$ cat src/hdl/msps_pkg.sv
package msps_pkg;

  // field widths
  localparam int SPEED_W    = 16;
  localparam int MS_W       = 24;
  localparam int TIME_W     = 32;
  localparam int PCT_W      = 7;
  localparam int WIN_W      = 55;
  localparam int PHASE_W    = 3;
  localparam int CFG_IDX_W  = 3;
  localparam int CFG_DATA_W = 55;

  // slow window layout
  localparam int WIN_START_LSB = 0;
  localparam int WIN_DUR_LSB   = 24;
  localparam int WIN_PCT_LSB   = 48;

  localparam int SLOW_WINDOWS_DEF = 2;
  localparam int unsigned MAX_RUN_MS = 1000000;
  localparam int unsigned PCT_DIVISOR = 100;

  // x / 100 == (x * PCT_RECIP) >> PCT_SHIFT for x below 2^23
  // (target * percent peaks at 65535 * 127)
  localparam int unsigned PCT_RECIP = 10737419;
  localparam int          PCT_SHIFT = 30;

  // multiply / divide unit
  localparam int MUL_B_W        = 32;
  localparam int PROD_W         = SPEED_W + MUL_B_W;
  localparam int DIVISOR_W      = 24;
  localparam int DIV_RADIX_BITS = 2;
  localparam int DIV_STEPS      = PROD_W / DIV_RADIX_BITS;
  localparam int DIV_CNT_W      = $clog2(DIV_STEPS);

  localparam logic KIND_START = 1'b0;
  localparam logic KIND_STEP  = 1'b1;

  typedef enum logic [PHASE_W-1:0] {
    PH_IDLE     = 3'd0,
    PH_RAMPUP   = 3'd1,
    PH_RUN      = 3'd2,
    PH_SLOW     = 3'd3,
    PH_STOPPING = 3'd4,
    PH_WAIT     = 3'd5,
    PH_STOP     = 3'd6
  } phase_t;

  typedef enum logic [CFG_IDX_W-1:0] {
    CFG_TARGET_SPEED = 3'd0,
    CFG_STOP_AFTER   = 3'd1,
    CFG_LATE_START   = 3'd2,
    CFG_RAMPUP       = 3'd3,
    CFG_STOP_RAMP    = 3'd4,
    CFG_WAIT         = 3'd5,
    CFG_SLOW_WIN0    = 3'd6,
    CFG_SLOW_WIN1    = 3'd7
  } cfg_reg_t;

  typedef enum logic [2:0] {
    ST_IDLE,
    ST_PREP,
    ST_SEL,
    ST_MUL,
    ST_LOAD,
    ST_DIV,
    ST_WB
  } ctrl_state_t;

  typedef struct packed {
    logic capture;
    logic prep;
    logic sel;
    logic mul;
    logic div_start;
    logic commit;
  } msps_cmd_t;

  typedef struct packed {
    logic need_div;
    logic div_last;
    logic out_free;
  } msps_stat_t;

endpackage

$ cat src/hdl/msps_item_if.sv
interface msps_item_if;
  import msps_pkg::*;

  logic              valid;
  logic              ready;
  logic              kind;
  logic [TIME_W-1:0] now_ms;
  logic              trigger;

  modport source (output valid, kind, now_ms, trigger, input ready);
  modport sink (input valid, kind, now_ms, trigger, output ready);
endinterface

$ cat src/hdl/msps_result_if.sv
interface msps_result_if;
  import msps_pkg::*;

  logic               valid;
  logic               ready;
  logic [SPEED_W-1:0] speed;
  logic [PHASE_W-1:0] phase_code;
  logic               in_stop_sequence;

  modport source (output valid, speed, phase_code, in_stop_sequence, input ready);
  modport sink (input valid, speed, phase_code, in_stop_sequence, output ready);
endinterface

$ cat src/hdl/msps_div.sv
module msps_div (
  input  logic                           clk,
  input  logic                           rst,
  input  logic                           start,
  input  logic [msps_pkg::PROD_W-1:0]    dividend,
  input  logic [msps_pkg::DIVISOR_W-1:0] divisor,
  output logic [msps_pkg::PROD_W-1:0]    quotient,
  output logic                           last
);
  import msps_pkg::*;

  logic                 busy;
  logic [DIV_CNT_W-1:0] cnt;
  logic [DIVISOR_W-1:0] rem;
  logic [PROD_W-1:0]    quo;
  logic [DIVISOR_W-1:0] rem_next;
  logic [PROD_W-1:0]    quo_next;

  // restoring division, DIV_RADIX_BITS quotient bits per cycle
  always_comb begin
    logic [DIVISOR_W:0] trial;
    rem_next = rem;
    quo_next = quo;
    trial    = '0;
    for (int k = 0; k < DIV_RADIX_BITS; k++) begin
      trial    = {rem_next, quo_next[PROD_W-1]};
      quo_next = {quo_next[PROD_W-2:0], 1'b0};
      if (trial >= {1'b0, divisor}) begin
        trial       = trial - {1'b0, divisor};
        quo_next[0] = 1'b1;
      end
      rem_next = trial[DIVISOR_W-1:0];
    end
  end

  always_ff @(posedge clk) begin
    if (rst) begin
      busy <= 1'b0;
      cnt  <= '0;
    end else if (start) begin
      busy <= 1'b1;
      cnt  <= DIV_CNT_W'(DIV_STEPS - 1);
    end else if (busy) begin
      if (cnt == '0) begin
        busy <= 1'b0;
      end else begin
        cnt <= cnt - 1'b1;
      end
    end
  end

  always_ff @(posedge clk) begin
    if (start) begin
      rem <= '0;
      quo <= dividend;
    end else if (busy) begin
      rem <= rem_next;
      quo <= quo_next;
    end
  end

  assign quotient = quo;
  assign last     = busy && (cnt == '0);
endmodule

$ cat src/hdl/msps_dp.sv
module msps_dp #(
  parameter int SLOW_WINDOWS = msps_pkg::SLOW_WINDOWS_DEF
) (
  input  logic                            clk,
  input  logic                            rst,
  input  logic                            kind,
  input  logic [msps_pkg::TIME_W-1:0]     now_ms,
  input  logic                            trigger,
  input  logic                            cfg_write,
  input  logic [msps_pkg::CFG_IDX_W-1:0]  cfg_index,
  input  logic [msps_pkg::CFG_DATA_W-1:0] cfg_data,
  input  msps_pkg::msps_cmd_t             cmd,
  output msps_pkg::msps_stat_t            stat,
  msps_result_if.source                   result
);
  import msps_pkg::*;

  // configuration
  logic [SPEED_W-1:0] goal_speed;
  logic [MS_W-1:0]    stop_after_ms;
  logic [MS_W-1:0]    late_start_ms;
  logic [MS_W-1:0]    rampup_ms;
  logic [MS_W-1:0]    decel_ms;
  logic [MS_W-1:0]    wait_ms;
  logic [WIN_W-1:0]   slow_win [SLOW_WINDOWS];

  // sequencer state
  phase_t             phase;
  logic [TIME_W-1:0]  start_time;
  logic [TIME_W-1:0]  phase_start_time;
  logic [SPEED_W-1:0] current_speed;
  logic [SPEED_W-1:0] decel_start_speed;
  logic               stop_pending;

  phase_t             phase_next;
  logic [TIME_W-1:0]  start_time_next;
  logic [TIME_W-1:0]  phase_start_time_next;
  logic [SPEED_W-1:0] current_speed_next;
  logic [SPEED_W-1:0] decel_start_speed_next;
  logic               stop_pending_next;

  // request and working registers
  logic                 it_kind;
  logic [TIME_W-1:0]    it_now;
  logic                 it_trig;
  logic [TIME_W-1:0]    t_r;
  logic [TIME_W-1:0]    p_r;
  logic                 pend_r;
  logic                 hit_r;
  logic                 stop_due_r;
  logic [SPEED_W-1:0]   mul_a;
  logic [MUL_B_W-1:0]   mul_b;
  logic [DIVISOR_W-1:0] divisor_r;
  logic [PROD_W-1:0]    product;
  logic [PROD_W-1:0]    quotient;
  logic                 div_last;

  logic                 hit;
  logic [PCT_W-1:0]     pct;
  logic                 stop_due;

  // result register
  logic               res_valid;
  logic [SPEED_W-1:0] res_speed;
  phase_t             res_phase;
  logic               res_flag;

  always_ff @(posedge clk) begin
    if (rst) begin
      goal_speed    <= '0;
      stop_after_ms <= '1;
      late_start_ms <= '0;
      rampup_ms     <= MS_W'(1);
      decel_ms      <= '0;
      wait_ms       <= '0;
    end else if (cfg_write) begin
      case (cfg_index)
        CFG_TARGET_SPEED: goal_speed    <= cfg_data[SPEED_W-1:0];
        CFG_STOP_AFTER:   stop_after_ms <= cfg_data[MS_W-1:0];
        CFG_LATE_START:   late_start_ms <= cfg_data[MS_W-1:0];
        CFG_RAMPUP:       rampup_ms     <= cfg_data[MS_W-1:0];
        CFG_STOP_RAMP:    decel_ms      <= cfg_data[MS_W-1:0];
        CFG_WAIT:         wait_ms       <= cfg_data[MS_W-1:0];
        default: ;
      endcase
    end
  end

  always_ff @(posedge clk) begin
    if (rst) begin
      for (int w = 0; w < SLOW_WINDOWS; w++) begin
        slow_win[w] <= '0;
      end
    end else begin
      for (int w = 0; w < SLOW_WINDOWS; w++) begin
        if (cfg_write && (cfg_index == CFG_IDX_W'(int'(CFG_SLOW_WIN0) + w))) begin
          slow_win[w] <= cfg_data[WIN_W-1:0];
        end
      end
    end
  end

  // capture, then elapsed times
  always_ff @(posedge clk) begin
    if (cmd.capture) begin
      it_kind <= kind;
      it_now  <= now_ms;
      it_trig <= trigger;
    end
    if (cmd.prep) begin
      t_r    <= it_now - start_time;
      p_r    <= it_now - phase_start_time;
      pend_r <= stop_pending | it_trig;
    end
  end

  // first matching slow window, lowest index wins
  always_comb begin
    logic [MS_W-1:0] ws;
    logic [MS_W:0]   we;
    hit = 1'b0;
    pct = '0;
    ws  = '0;
    we  = '0;
    for (int w = 0; w < SLOW_WINDOWS; w++) begin
      ws = slow_win[w][WIN_START_LSB +: MS_W];
      we = {1'b0, ws} + {1'b0, slow_win[w][WIN_DUR_LSB +: MS_W]};
      if (!hit && (t_r >= TIME_W'(ws)) && (t_r < TIME_W'(we))) begin
        hit = 1'b1;
        pct = slow_win[w][WIN_PCT_LSB +: PCT_W];
      end
    end
  end

  assign stop_due = (t_r >= TIME_W'(stop_after_ms)) || (t_r >= TIME_W'(MAX_RUN_MS));

  // operand select for the shared multiply/divide
  always_ff @(posedge clk) begin
    if (cmd.sel) begin
      hit_r      <= hit;
      stop_due_r <= stop_due;
      case (phase)
        PH_RAMPUP: begin
          mul_a     <= goal_speed;
          mul_b     <= p_r;
          divisor_r <= rampup_ms;
        end
        PH_STOPPING: begin
          mul_a     <= decel_start_speed;
          mul_b     <= MUL_B_W'(decel_ms - p_r[MS_W-1:0]);
          divisor_r <= decel_ms;
        end
        default: begin
          // percent scaling: reciprocal folded into the second operand
          mul_a <= goal_speed;
          mul_b <= MUL_B_W'(pct) * MUL_B_W'(PCT_RECIP);
        end
      endcase
    end
    if (cmd.mul) begin
      product <= mul_a * mul_b;
    end
  end

  msps_div u_div (
    .clk      (clk),
    .rst      (rst),
    .start    (cmd.div_start),
    .dividend (product),
    .divisor  (divisor_r),
    .quotient (quotient),
    .last     (div_last)
  );

  // next state from the finished request
  always_comb begin
    phase_next             = phase;
    start_time_next        = start_time;
    phase_start_time_next  = phase_start_time;
    current_speed_next     = current_speed;
    decel_start_speed_next = decel_start_speed;
    stop_pending_next      = pend_r;
    if (it_kind == KIND_START) begin
      phase_next             = PH_IDLE;
      start_time_next        = it_now;
      phase_start_time_next  = it_now;
      current_speed_next     = '0;
      decel_start_speed_next = '0;
      stop_pending_next      = 1'b0;
    end else begin
      case (phase)
        PH_IDLE: begin
          if (t_r >= TIME_W'(late_start_ms)) begin
            phase_next            = PH_RAMPUP;
            phase_start_time_next = it_now;
          end
        end
        PH_RAMPUP: begin
          // ramp saturates at target before narrowing
          if ((rampup_ms == '0) || (quotient >= PROD_W'(goal_speed))) begin
            current_speed_next    = goal_speed;
            phase_next            = PH_RUN;
            phase_start_time_next = it_now;
          end else begin
            current_speed_next = quotient[SPEED_W-1:0];
          end
        end
        PH_RUN, PH_SLOW: begin
          if (pend_r) begin
            stop_pending_next      = 1'b0;
            phase_next             = PH_STOPPING;
            phase_start_time_next  = it_now;
            decel_start_speed_next = current_speed;
          end else begin
            if (hit_r) begin
              phase_next         = PH_SLOW;
              current_speed_next = (product[PROD_W-1:PCT_SHIFT+SPEED_W] != '0) ? '1
                                   : product[PCT_SHIFT +: SPEED_W];
            end else begin
              phase_next         = PH_RUN;
              current_speed_next = goal_speed;
            end
            if (stop_due_r) begin
              phase_next         = PH_STOP;
              current_speed_next = '0;
            end
          end
        end
        PH_STOPPING: begin
          if (p_r >= TIME_W'(decel_ms)) begin
            phase_next            = PH_WAIT;
            phase_start_time_next = it_now;
            current_speed_next    = '0;
          end else begin
            current_speed_next = quotient[SPEED_W-1:0];
          end
        end
        PH_WAIT: begin
          if (p_r >= TIME_W'(wait_ms)) begin
            phase_next            = PH_RAMPUP;
            phase_start_time_next = it_now;
          end
        end
        default: begin
          current_speed_next = '0;
        end
      endcase
    end
  end

  always_ff @(posedge clk) begin
    if (rst) begin
      phase             <= PH_IDLE;
      start_time        <= '0;
      phase_start_time  <= '0;
      current_speed     <= '0;
      decel_start_speed <= '0;
      stop_pending      <= 1'b0;
    end else if (cmd.commit) begin
      phase             <= phase_next;
      start_time        <= start_time_next;
      phase_start_time  <= phase_start_time_next;
      current_speed     <= current_speed_next;
      decel_start_speed <= decel_start_speed_next;
      stop_pending      <= stop_pending_next;
    end
  end

  always_ff @(posedge clk) begin
    if (rst) begin
      res_valid <= 1'b0;
    end else if (cmd.commit) begin
      res_valid <= 1'b1;
    end else if (result.ready) begin
      res_valid <= 1'b0;
    end
  end

  always_ff @(posedge clk) begin
    if (cmd.commit) begin
      res_speed <= current_speed_next;
      res_phase <= phase_next;
      res_flag  <= (phase_next == PH_STOPPING) || (phase_next == PH_WAIT);
    end
  end

  assign result.valid            = res_valid;
  assign result.speed            = res_speed;
  assign result.phase_code       = res_phase;
  assign result.in_stop_sequence = res_flag;

  assign stat.need_div = (it_kind == KIND_STEP)
                         && (phase inside {PH_RAMPUP, PH_STOPPING});
  assign stat.div_last = div_last;
  assign stat.out_free = !res_valid || result.ready;
endmodule

$ cat src/hdl/msps_ctrl.sv
module msps_ctrl (
  input  logic                 clk,
  input  logic                 rst,
  input  logic                 in_valid,
  output logic                 in_ready,
  input  msps_pkg::msps_stat_t stat,
  output msps_pkg::msps_cmd_t  cmd
);
  import msps_pkg::*;

  ctrl_state_t state;
  ctrl_state_t state_next;

  always_ff @(posedge clk) begin
    if (rst) begin
      state <= ST_IDLE;
    end else begin
      state <= state_next;
    end
  end

  always_comb begin
    state_next = state;
    case (state)
      ST_IDLE: if (in_valid) state_next = ST_PREP;
      ST_PREP: state_next = ST_SEL;
      ST_SEL:  state_next = ST_MUL;
      ST_MUL:  state_next = stat.need_div ? ST_LOAD : ST_WB;
      ST_LOAD: state_next = ST_DIV;
      ST_DIV:  if (stat.div_last) state_next = ST_WB;
      ST_WB:   if (stat.out_free) state_next = ST_IDLE;
      default: state_next = ST_IDLE;
    endcase
  end

  always_comb begin
    cmd      = '0;
    in_ready = 1'b0;
    case (state)
      ST_IDLE: begin
        in_ready    = 1'b1;
        cmd.capture = in_valid;
      end
      ST_PREP: cmd.prep      = 1'b1;
      ST_SEL:  cmd.sel       = 1'b1;
      ST_MUL:  cmd.mul       = 1'b1;
      ST_LOAD: cmd.div_start = 1'b1;
      ST_WB:   cmd.commit    = stat.out_free;
      default: ;
    endcase
  end
endmodule

$ cat src/hdl/motor_speed_profile_sequencer_unit.sv
// Channel   Dir  Handshake     Payload
// item      in   valid/ready   kind, now_ms, trigger
// result    out  valid/ready   speed, phase_code, in_stop_sequence
// cfg       in   cfg_write     cfg_index, cfg_data (no read-back)
//
// A request needs no division for start, idle, run, slow, wait and stop
// steps; ramp-up and stopping steps also pass through the 48/24-bit
// restoring divider, two quotient bits per cycle. Run/slow percent
// scaling is a reciprocal multiply.
// One request is in flight at a time; a new one is taken while the
// previous result still sits in the output register.
// A stalled result holds the write-back step until the output frees.
// rst is synchronous: phase idle, times and speeds zero, registers at
// their reset values, no result pending.
module motor_speed_profile_sequencer_unit #(
  parameter int SLOW_WINDOWS = msps_pkg::SLOW_WINDOWS_DEF
) (
  input  logic                            clk,
  input  logic                            rst,
  msps_item_if.sink                       item,
  msps_result_if.source                   result,
  input  logic                            cfg_write,
  input  logic [msps_pkg::CFG_IDX_W-1:0]  cfg_index,
  input  logic [msps_pkg::CFG_DATA_W-1:0] cfg_data
);
  import msps_pkg::*;

  msps_cmd_t  cmd;
  msps_stat_t stat;
  logic       in_ready;

  // sequencer: capture, elapsed times, operand select, multiply,
  // optional divide, write-back
  msps_ctrl u_ctrl (
    .clk      (clk),
    .rst      (rst),
    .in_valid (item.valid),
    .in_ready (in_ready),
    .stat     (stat),
    .cmd      (cmd)
  );

  // config registers, profile state, shared multiply/divide, output register
  msps_dp #(
    .SLOW_WINDOWS (SLOW_WINDOWS)
  ) u_dp (
    .clk       (clk),
    .rst       (rst),
    .kind      (item.kind),
    .now_ms    (item.now_ms),
    .trigger   (item.trigger),
    .cfg_write (cfg_write),
    .cfg_index (cfg_index),
    .cfg_data  (cfg_data),
    .cmd       (cmd),
    .stat      (stat),
    .result    (result)
  );

  assign item.ready = in_ready;
endmodule

$ cat src/flat_wrapper.sv
// flat-port wrapper written by rule: the top's interface ports become plain ports
module motor_speed_profile_sequencer_unit_flat import msps_pkg::*;
#(
  parameter int SLOW_WINDOWS = msps_pkg::SLOW_WINDOWS_DEF
)
  (clk, rst, cfg_write, cfg_index, cfg_data, item_valid, item_kind, item_now_ms, item_trigger, item_ready, result_valid, result_speed, result_phase_code, result_in_stop_sequence, result_ready);
  msps_item_if item_i ();
  msps_result_if result_i ();
  input  logic clk;
  input  logic rst;
  input  logic cfg_write;
  input  logic [msps_pkg::CFG_IDX_W-1:0] cfg_index;
  input  logic [msps_pkg::CFG_DATA_W-1:0] cfg_data;
  input wire logic [$bits(item_i.valid)-1:0] item_valid;
  input wire logic [$bits(item_i.kind)-1:0] item_kind;
  input wire logic [$bits(item_i.now_ms)-1:0] item_now_ms;
  input wire logic [$bits(item_i.trigger)-1:0] item_trigger;
  output wire logic [$bits(item_i.ready)-1:0] item_ready;
  output wire logic [$bits(result_i.valid)-1:0] result_valid;
  output wire logic [$bits(result_i.speed)-1:0] result_speed;
  output wire logic [$bits(result_i.phase_code)-1:0] result_phase_code;
  output wire logic [$bits(result_i.in_stop_sequence)-1:0] result_in_stop_sequence;
  input wire logic [$bits(result_i.ready)-1:0] result_ready;
  assign item_i.valid = item_valid;
  assign item_i.kind = item_kind;
  assign item_i.now_ms = item_now_ms;
  assign item_i.trigger = item_trigger;
  assign item_ready = item_i.ready;
  assign result_valid = result_i.valid;
  assign result_speed = result_i.speed;
  assign result_phase_code = result_i.phase_code;
  assign result_in_stop_sequence = result_i.in_stop_sequence;
  assign result_i.ready = result_ready;
  motor_speed_profile_sequencer_unit #(.SLOW_WINDOWS(SLOW_WINDOWS)) u_core (.clk(clk), .rst(rst), .item(item_i), .result(result_i), .cfg_write(cfg_write), .cfg_index(cfg_index), .cfg_data(cfg_data));
endmodule
$ cat config.mk
export PLATFORM = sky130hd
export DESIGN_NAME = motor_speed_profile_sequencer_unit_flat
export DESIGN_NICKNAME = d
export VERILOG_FILES = /design/src/hdl/msps_pkg.sv /design/src/hdl/msps_item_if.sv /design/src/hdl/msps_result_if.sv /design/src/hdl/msps_div.sv /design/src/hdl/msps_dp.sv /design/src/hdl/msps_ctrl.sv /design/src/hdl/motor_speed_profile_sequencer_unit.sv /design/src/flat_wrapper.sv
export SDC_FILE = /design/constraint.sdc
export NUM_CORES = 2
export LEC_CHECK = 0
export BUFFER_PORTS_ARGS = -buffer_cell sky130_fd_sc_hd__buf_2
export CELL_PAD_IN_SITES_DETAIL_PLACEMENT = 1
export CELL_PAD_IN_SITES_GLOBAL_PLACEMENT = 1
export CORE_MARGIN = 5
export CORE_UTILIZATION = 51
export DETAILED_ROUTE_END_ITERATION = 10
export HOLD_SLACK_MARGIN = 0.15
export PLACE_DENSITY_LB_ADDON = 0.1
export SLEW_MARGIN = 20
export SYNTH_ARGS = -nofsm -noshare
export SYNTH_HDL_FRONTEND = slang
export SYNTH_HIERARCHICAL = 1
export SYNTH_SLANG_ARGS = --single-unit
$ cat constraint.sdc
create_clock -name clk -period 12.8 [get_ports clk]
set_input_delay 1.28 -clock clk [delete_from_list [all_inputs] [get_ports clk]]
set_output_delay 1.28 -clock clk [all_outputs]
set_load 0.01 [all_outputs]
# --- Word-level counts from Yosys, hierarchy flattened ---
# Memory sizes are Yosys's and may differ from the RTL's.
# Cells that the tools add are included.
# W data, S select, Z words.
word_totals:
  reg_bits: 559
  ramBits: 110
  in_bits: 97
  output_inout_bits: 22
  wordCells: 203
  memories: 1
classes:
  addsub: 8
  multipliers: 2
  order_cmp: 12
  eq_ne: 32
  n_mux: 71
  bitwise: 5
  n_reduce_logical: 38
memory_table:
  columns: ["name", "depth", "width", "read_ports", "rd_ports_with_merged_regs", "write_ports", "line", "rtl"]
  rows:
  - ["u_core.u_dp.slow_win", 2, 55, 2, 0, 2, "msps_dp.sv:25", "logic [WIN_W-1:0] slow_win [SLOW_WINDOWS];"]
ops:
  columns: ["operator", "n"]
  rows:
  - ["$ge A32 B24 Y1", 6]
  - ["$mux W32", 6]
  - ["$mux W16", 11]
  - ["$pmux W32 S5", 1]
  - ["$mux W55", 2]
  - ["$mux W48", 2]
  - ["$lt A32 B25 Y1", 2]
  - ["$pmux W16 S4", 1]
  - ["$pmux W32 S2", 1]
  - ["$sub A32 B32 Y32", 2]
  - ["$add A24 B24 Y25", 2]
  - ["$ge A25 B24 Y1", 2]
  - ["$ge A48 B16 Y1", 1]
  - ["$mul A16 B32 Y48", 1]
  - ["$mux W24", 2]
  - ["$pmux W24 S2", 1]
  - ["$sub A24 B24 Y24", 2]
  - ["$eq A3 B3 Y1 const B", 11]
  - ["$ge A32 B20 Y1 const B", 1]
  - ["$mul A7 B24 Y31 const B", 1]
  - ["$mux W3", 10]
  - ["$mux W1", 26]
  - ["$sub A24 B24 Y25", 1]
  - ["$logic_not A24 Y1", 1]
  - ["24 further kinds", 72]

# --- Longest topological paths before layout ---
# An unclocked memory read counts as a cell.
logic_depth:
  depth_word: 11
  mapped_depth: 41
  ltp_nobuf: 39

# --- Modules after synthesis ---
# The synthesis kept the hierarchy.
by_module_without_submodules:
  columns: ["mod", "instances", "cells_per_inst", "area_each_um2", "seq_area_each_um2"]
  rows:
  - ["msps_dp", 1, 5637, 51917.3, 15284.7]
  - ["msps_div", 1, 665, 6298.5, 2042.0]
  - ["msps_ctrl", 1, 32, 241.5, 60.1]

# --- Least setup slack after synthesis ---
# OpenSTA, ideal clock, no wires.
synth_path:
  kind: "flip-flop to flip-flop"
  startpoint: "memory u_core.u_dp.slow_win[0][0]"
  endpoint: "register u_core.u_dp.mul_b[24] (data pin)"
  setup_time_ns: 0.269
  t_arrival_ns: 8.966
  required_time_ns: 12.531
  slack_ns: 3.565
  stages_incl_launch_ff: 40
  path_buffers: 2
  synth_period_minus_slack_ns: 9.235
  path_cell_list: "edfxtp_1 > ha_1 > inv_1 > fa_1 > nor2b_1 > o31a_1 > o211ai_1 > nand2_1 > a41o_1 > o41ai_2 > o21ai_1 > a221o_1 > xnor2_1 > ha_1 > nand4_1 > nor2_1 > nand2_1 > or2_2 > (+4 left out) > fa_1 > inv_1 > fa_1 > inv_1 > fa_1 > inv_1 > fa_1 > inv_1 > ha_1 > a21o_1 > a21o_1 > a21o_1 > a21o_1 > a21o_1 > a31o_2 > a21boi_0 > xor2_1 > o31ai_1"
synth_rtl:
  columns: ["element", "line", "rtl"]
  rows:
  - ["start: declaration", "msps_dp.sv:25", null]
  - ["end signal: assignment", "msps_dp.sv:145", "mul_b <= p_r;"]
  - ["end signal: assignment", "msps_dp.sv:150", "mul_b <= MUL_B_W'(decel_ms - p_r[MS_W-1:0]);"]
  - ["end signal: assignment", "msps_dp.sv:156", "mul_b <= MUL_B_W'(pct) * MUL_B_W'(PCT_RECIP);"]
  - ["end: declaration", "msps_dp.sv:52", "logic [MUL_B_W-1:0] mul_b;"]

==> impl_metrics.ini <==
[min_path]
min_from = u_core/u_dp/start_time[18]
hold_class = flip-flop to flip-flop
hold_end = u_core/u_dp/start_time[18]
worstHoldPathCells = 2

[sta]
report.final.setup_viol = 0
fmax_mhz = 94.2
relSlewSlack_pct = 26.7
finalClockSkew_ns = 0.0400
slew_viol_final = 0
final.period_utilization_pct = 82.9
worst_pin_slew_ns = 1.09
final.min_clock_period_ns = 10.61
rsz0062_at_grt = false
hold_viol = 0
fin_setup_tns_ns = 0

[route]
drtPass1Iterations = 6
avgViaCountPerCell = 6.03
antenna_left = 0
drc = 0
vias = 47800
drt_iter0_markers = 3150
detail_route.wl_per_cell_um = 24.2
wl_um = 192000

[clocking]
clockRootBuffer = clkbuf_16
clock-sinks = 669
clock_latency_ns = 0.67
cts-buffers-inserted = 81
htreeDepth = 3
post_cts_buffers = 0
ctsHoldBuffers = 0
cts.clk_slew.worst_paths_ns = 0.06
cts_tree = done
clockBufferDepth = 3
cts.repair.resized = 0

[critical_path]
critical_path_arrival_ns = 11.08
critPathMaxFanout = 13
slowest_stage = nor3_1
r2r-end = u_core/u_dp/mul_b[30]
cp_common_cell = fa_1
r2r_start = u_core/u_dp/slow_win[0][0]
required_ns = 13.27
path_class = flip-flop to flip-flop
start_kind = flip-flop
slowest_delay_ns = 0.88
r2r_setup_slack_ns = 2.19
reg2reg_depth = 36
critPathCaptureType = flip-flop

[grt]
grt_pass1_vias = 50900
grt.overflow.total = 0
antenna_found_initial = 1
gr-usage-all-layers_pct = 31.3
grt_pass1_wl_um = 297000
grt_max_degree = 115

[power_and_ir_drop]
leakage_nw = 27.3
swShare_pct = 45.8
power.switching_w = 0.00606
pwr_density_cell_nw_per_um2 = 209
p_int_w = 0.00718
power_frac_clock_pct = 17.9
ir_drop_mv = 0.197
power.share.sequential_pct = 22.2
combPwrFrac_pct = 59.9

[floorplan]
num_rows = 124
start_util_pct = 51.3
die-area_um2 = 121000
die-height_um = 349
core_um2 = 114000
die_w_um = 349
top_level_ports = 119

[place]
port_buffers = 118
dp_hpwl_um = 144000
gp_congestion = 0.916

[final_layout]
nFillCells = 13000
nNetsFinal = 7493
area_delta_synth_final_pct = 8.41
drive_above_1_share_pct = 7.34
fin_util_pct = 55.6

[synthesis]
synthesis.area_um2 = 58500
ys.warnings.count = 6
synthTopCellsByArea = edfxtp_1 (20%), fa_1 (16%), ha_1 (13%)
netlist.area_leader.share_pct = 20.5
yosysTopAreaCell = edfxtp_1
synthDistinctLibCells = 107
synth_flop_cell = edfxtp_1
netlist_instances = 6334
synth_edf_count = 399
yosys-top-cells-count = nand2_1 (974), inv_1 (810), ha_1 (594)
ys_seq_elements = 669
yosysSeqAreaShare_pct = 29.7
postSynthAreaPerCell_um2 = 9.23
synth-async-reset-ratio_pct = 0
syn-num-nets = 7479
synthMostInstantiatedCell = nand2_1

[run_status]
status = finished clean

[flow_run]
drv_cap = 0
logic make-up after synthesis:
logic type	count (synthesis)	share of synthesized area (%)
simple gates	1955	15.6
fa+ha+maj	1048	28.3
mux	63	1.21
compound gates	1316	15.0
flops	669	29.7
buf+inv	1072	7.03
xor+xnor	211	3.16
how the worst max path moves through the flow:
stage                                      startpoint                    end  slack (ns)  depth (start not counted)
after floorplan            u_core/u_dp/slow_win[0][0]  u_core/u_dp/mul_b[24]        3.56                         39
after global placement    u_core/u_dp/slow_win[0][55]  u_core/u_dp/mul_b[30]        2.84                         32
after detailed placement   u_core/u_dp/slow_win[0][0]  u_core/u_dp/mul_b[30]        2.46                         36
after CTS                  u_core/u_dp/slow_win[0][0]  u_core/u_dp/mul_b[30]        2.39                         39
after global routing       u_core/u_dp/slow_win[0][0]  u_core/u_dp/mul_b[30]        1.54                         36
final                      u_core/u_dp/slow_win[0][0]  u_core/u_dp/mul_b[30]        2.19                         36
flip-flops by register name, indices dropped and copies added (netlist names), 5 cells and up:
name and count:
u_core/u_dp/slow_win 110, u_core/u_dp/current_speed 16, u_core/u_dp/decel_ms 24, u_core/u_dp/u_div/quotient 48, u_core/u_dp/decel_start_speed 16, u_core/u_dp/p_r 32, u_core/u_dp/rampup_ms 24, u_core/u_dp/stop_after_ms 24
u_core/u_dp/u_div/cnt 5, u_core/u_dp/late_start_ms 24, u_core/u_dp/t_r 32, u_core/u_dp/it_now 32, u_core/u_dp/mul_b 32, u_core/u_dp/product 48, u_core/u_dp/divisor_r 24, u_core/u_dp/start_time 32
u_core/u_dp/phase_start_time 32, u_core/u_dp/result.speed 16, u_core/u_dp/goal_speed 16, u_core/u_dp/u_div/rem 24, u_core/u_dp/mul_a 16, u_core/u_dp/wait_ms 24
placed cells by master, fill, tap and decap left out, types with 193 or more instances in the layout:
cell and n:
nand2_1 973, inv_1 808, ha_1 594, fa_1 454, a21oi_1 411, edfxtp_1 399
dfxtp_1 270, and2_1 223, nor2_1 221, o21ai_0 193
power by group through the flow:
stage | Combinational, W | Sequential (W) | Clock [W]
after global routing | 0.00874 | 0.00295 | 0.00252
after floorplan | 0.00583 | 0.00285 | 0
after detailed placement | 0.00779 | 0.00298 | 0
after CTS | 0.00791 | 0.00293 | 0.00243
after global placement | 0.00759 | 0.00297 | 0
final | 0.00793 | 0.00294 | 0.00238
stage by stage:
| step | cells | hold slack [ns] | worst slack (ns) | total power (W) | instance area [um2] |
|---|---|---|---|---|---|
| 2_1_floorplan | 6334 | 0.432 | 3.56 | 0.00867 | 58500 |
| 3_3_place_gp | 7776 | 0.439 | 2.84 | 0.0106 | 60600 |
| 3_5_place_dp | 7776 | 0.447 | 2.46 | 0.0108 | 60600 |
| 4_1_cts | 7928 | 0.455 | 2.39 | 0.0133 | 63300 |
| 5_1_grt | 7929 | 0.477 | 1.54 | 0.0142 | 63400 |
| 6_report | 7930 | 0.454 | 2.19 | 0.0132 | 63400 |
layout make-up:
| type | instances | area [um2] | area share, % |
|---|---|---|---|
| well taps | 1512 | 1890 | 2.99 |
| multi-input cells | 4593 | 37100 | 58.6 |
| clock inverters | 40 | 430 | 0.679 |
| diodes | 1 | 2.50 | 0.00395 |
| clock buffers | 112 | 2320 | 3.66 |
| flip-flops and latches | 669 | 17400 | 27.4 |
| inverters | 812 | 3050 | 4.81 |
| repair buffers | 191 | 1170 | 1.85 |
per-layer routing:
metal	up-vias	wire length, um	global-route usage, %
li1	21700	-	-
met1	24400	80700	40.8
met2	1360	92700	53.5
met3	361	10400	3.97
met4	0	7960	11.5
met5	-	0	0
critical path: cells and delay by family, from the launching register on:
kind                       cells  cell delay (ns)
AOI/OAI and AO/OA             14             3.96
xor gates and xnor gates       2             0.29
adders and majority gates      8             3.04
buffers and inverters          3             0.27
DFF                            1             0.40
and+or+nand+nor                9             2.44
Power figures use the tool's default switching activity.
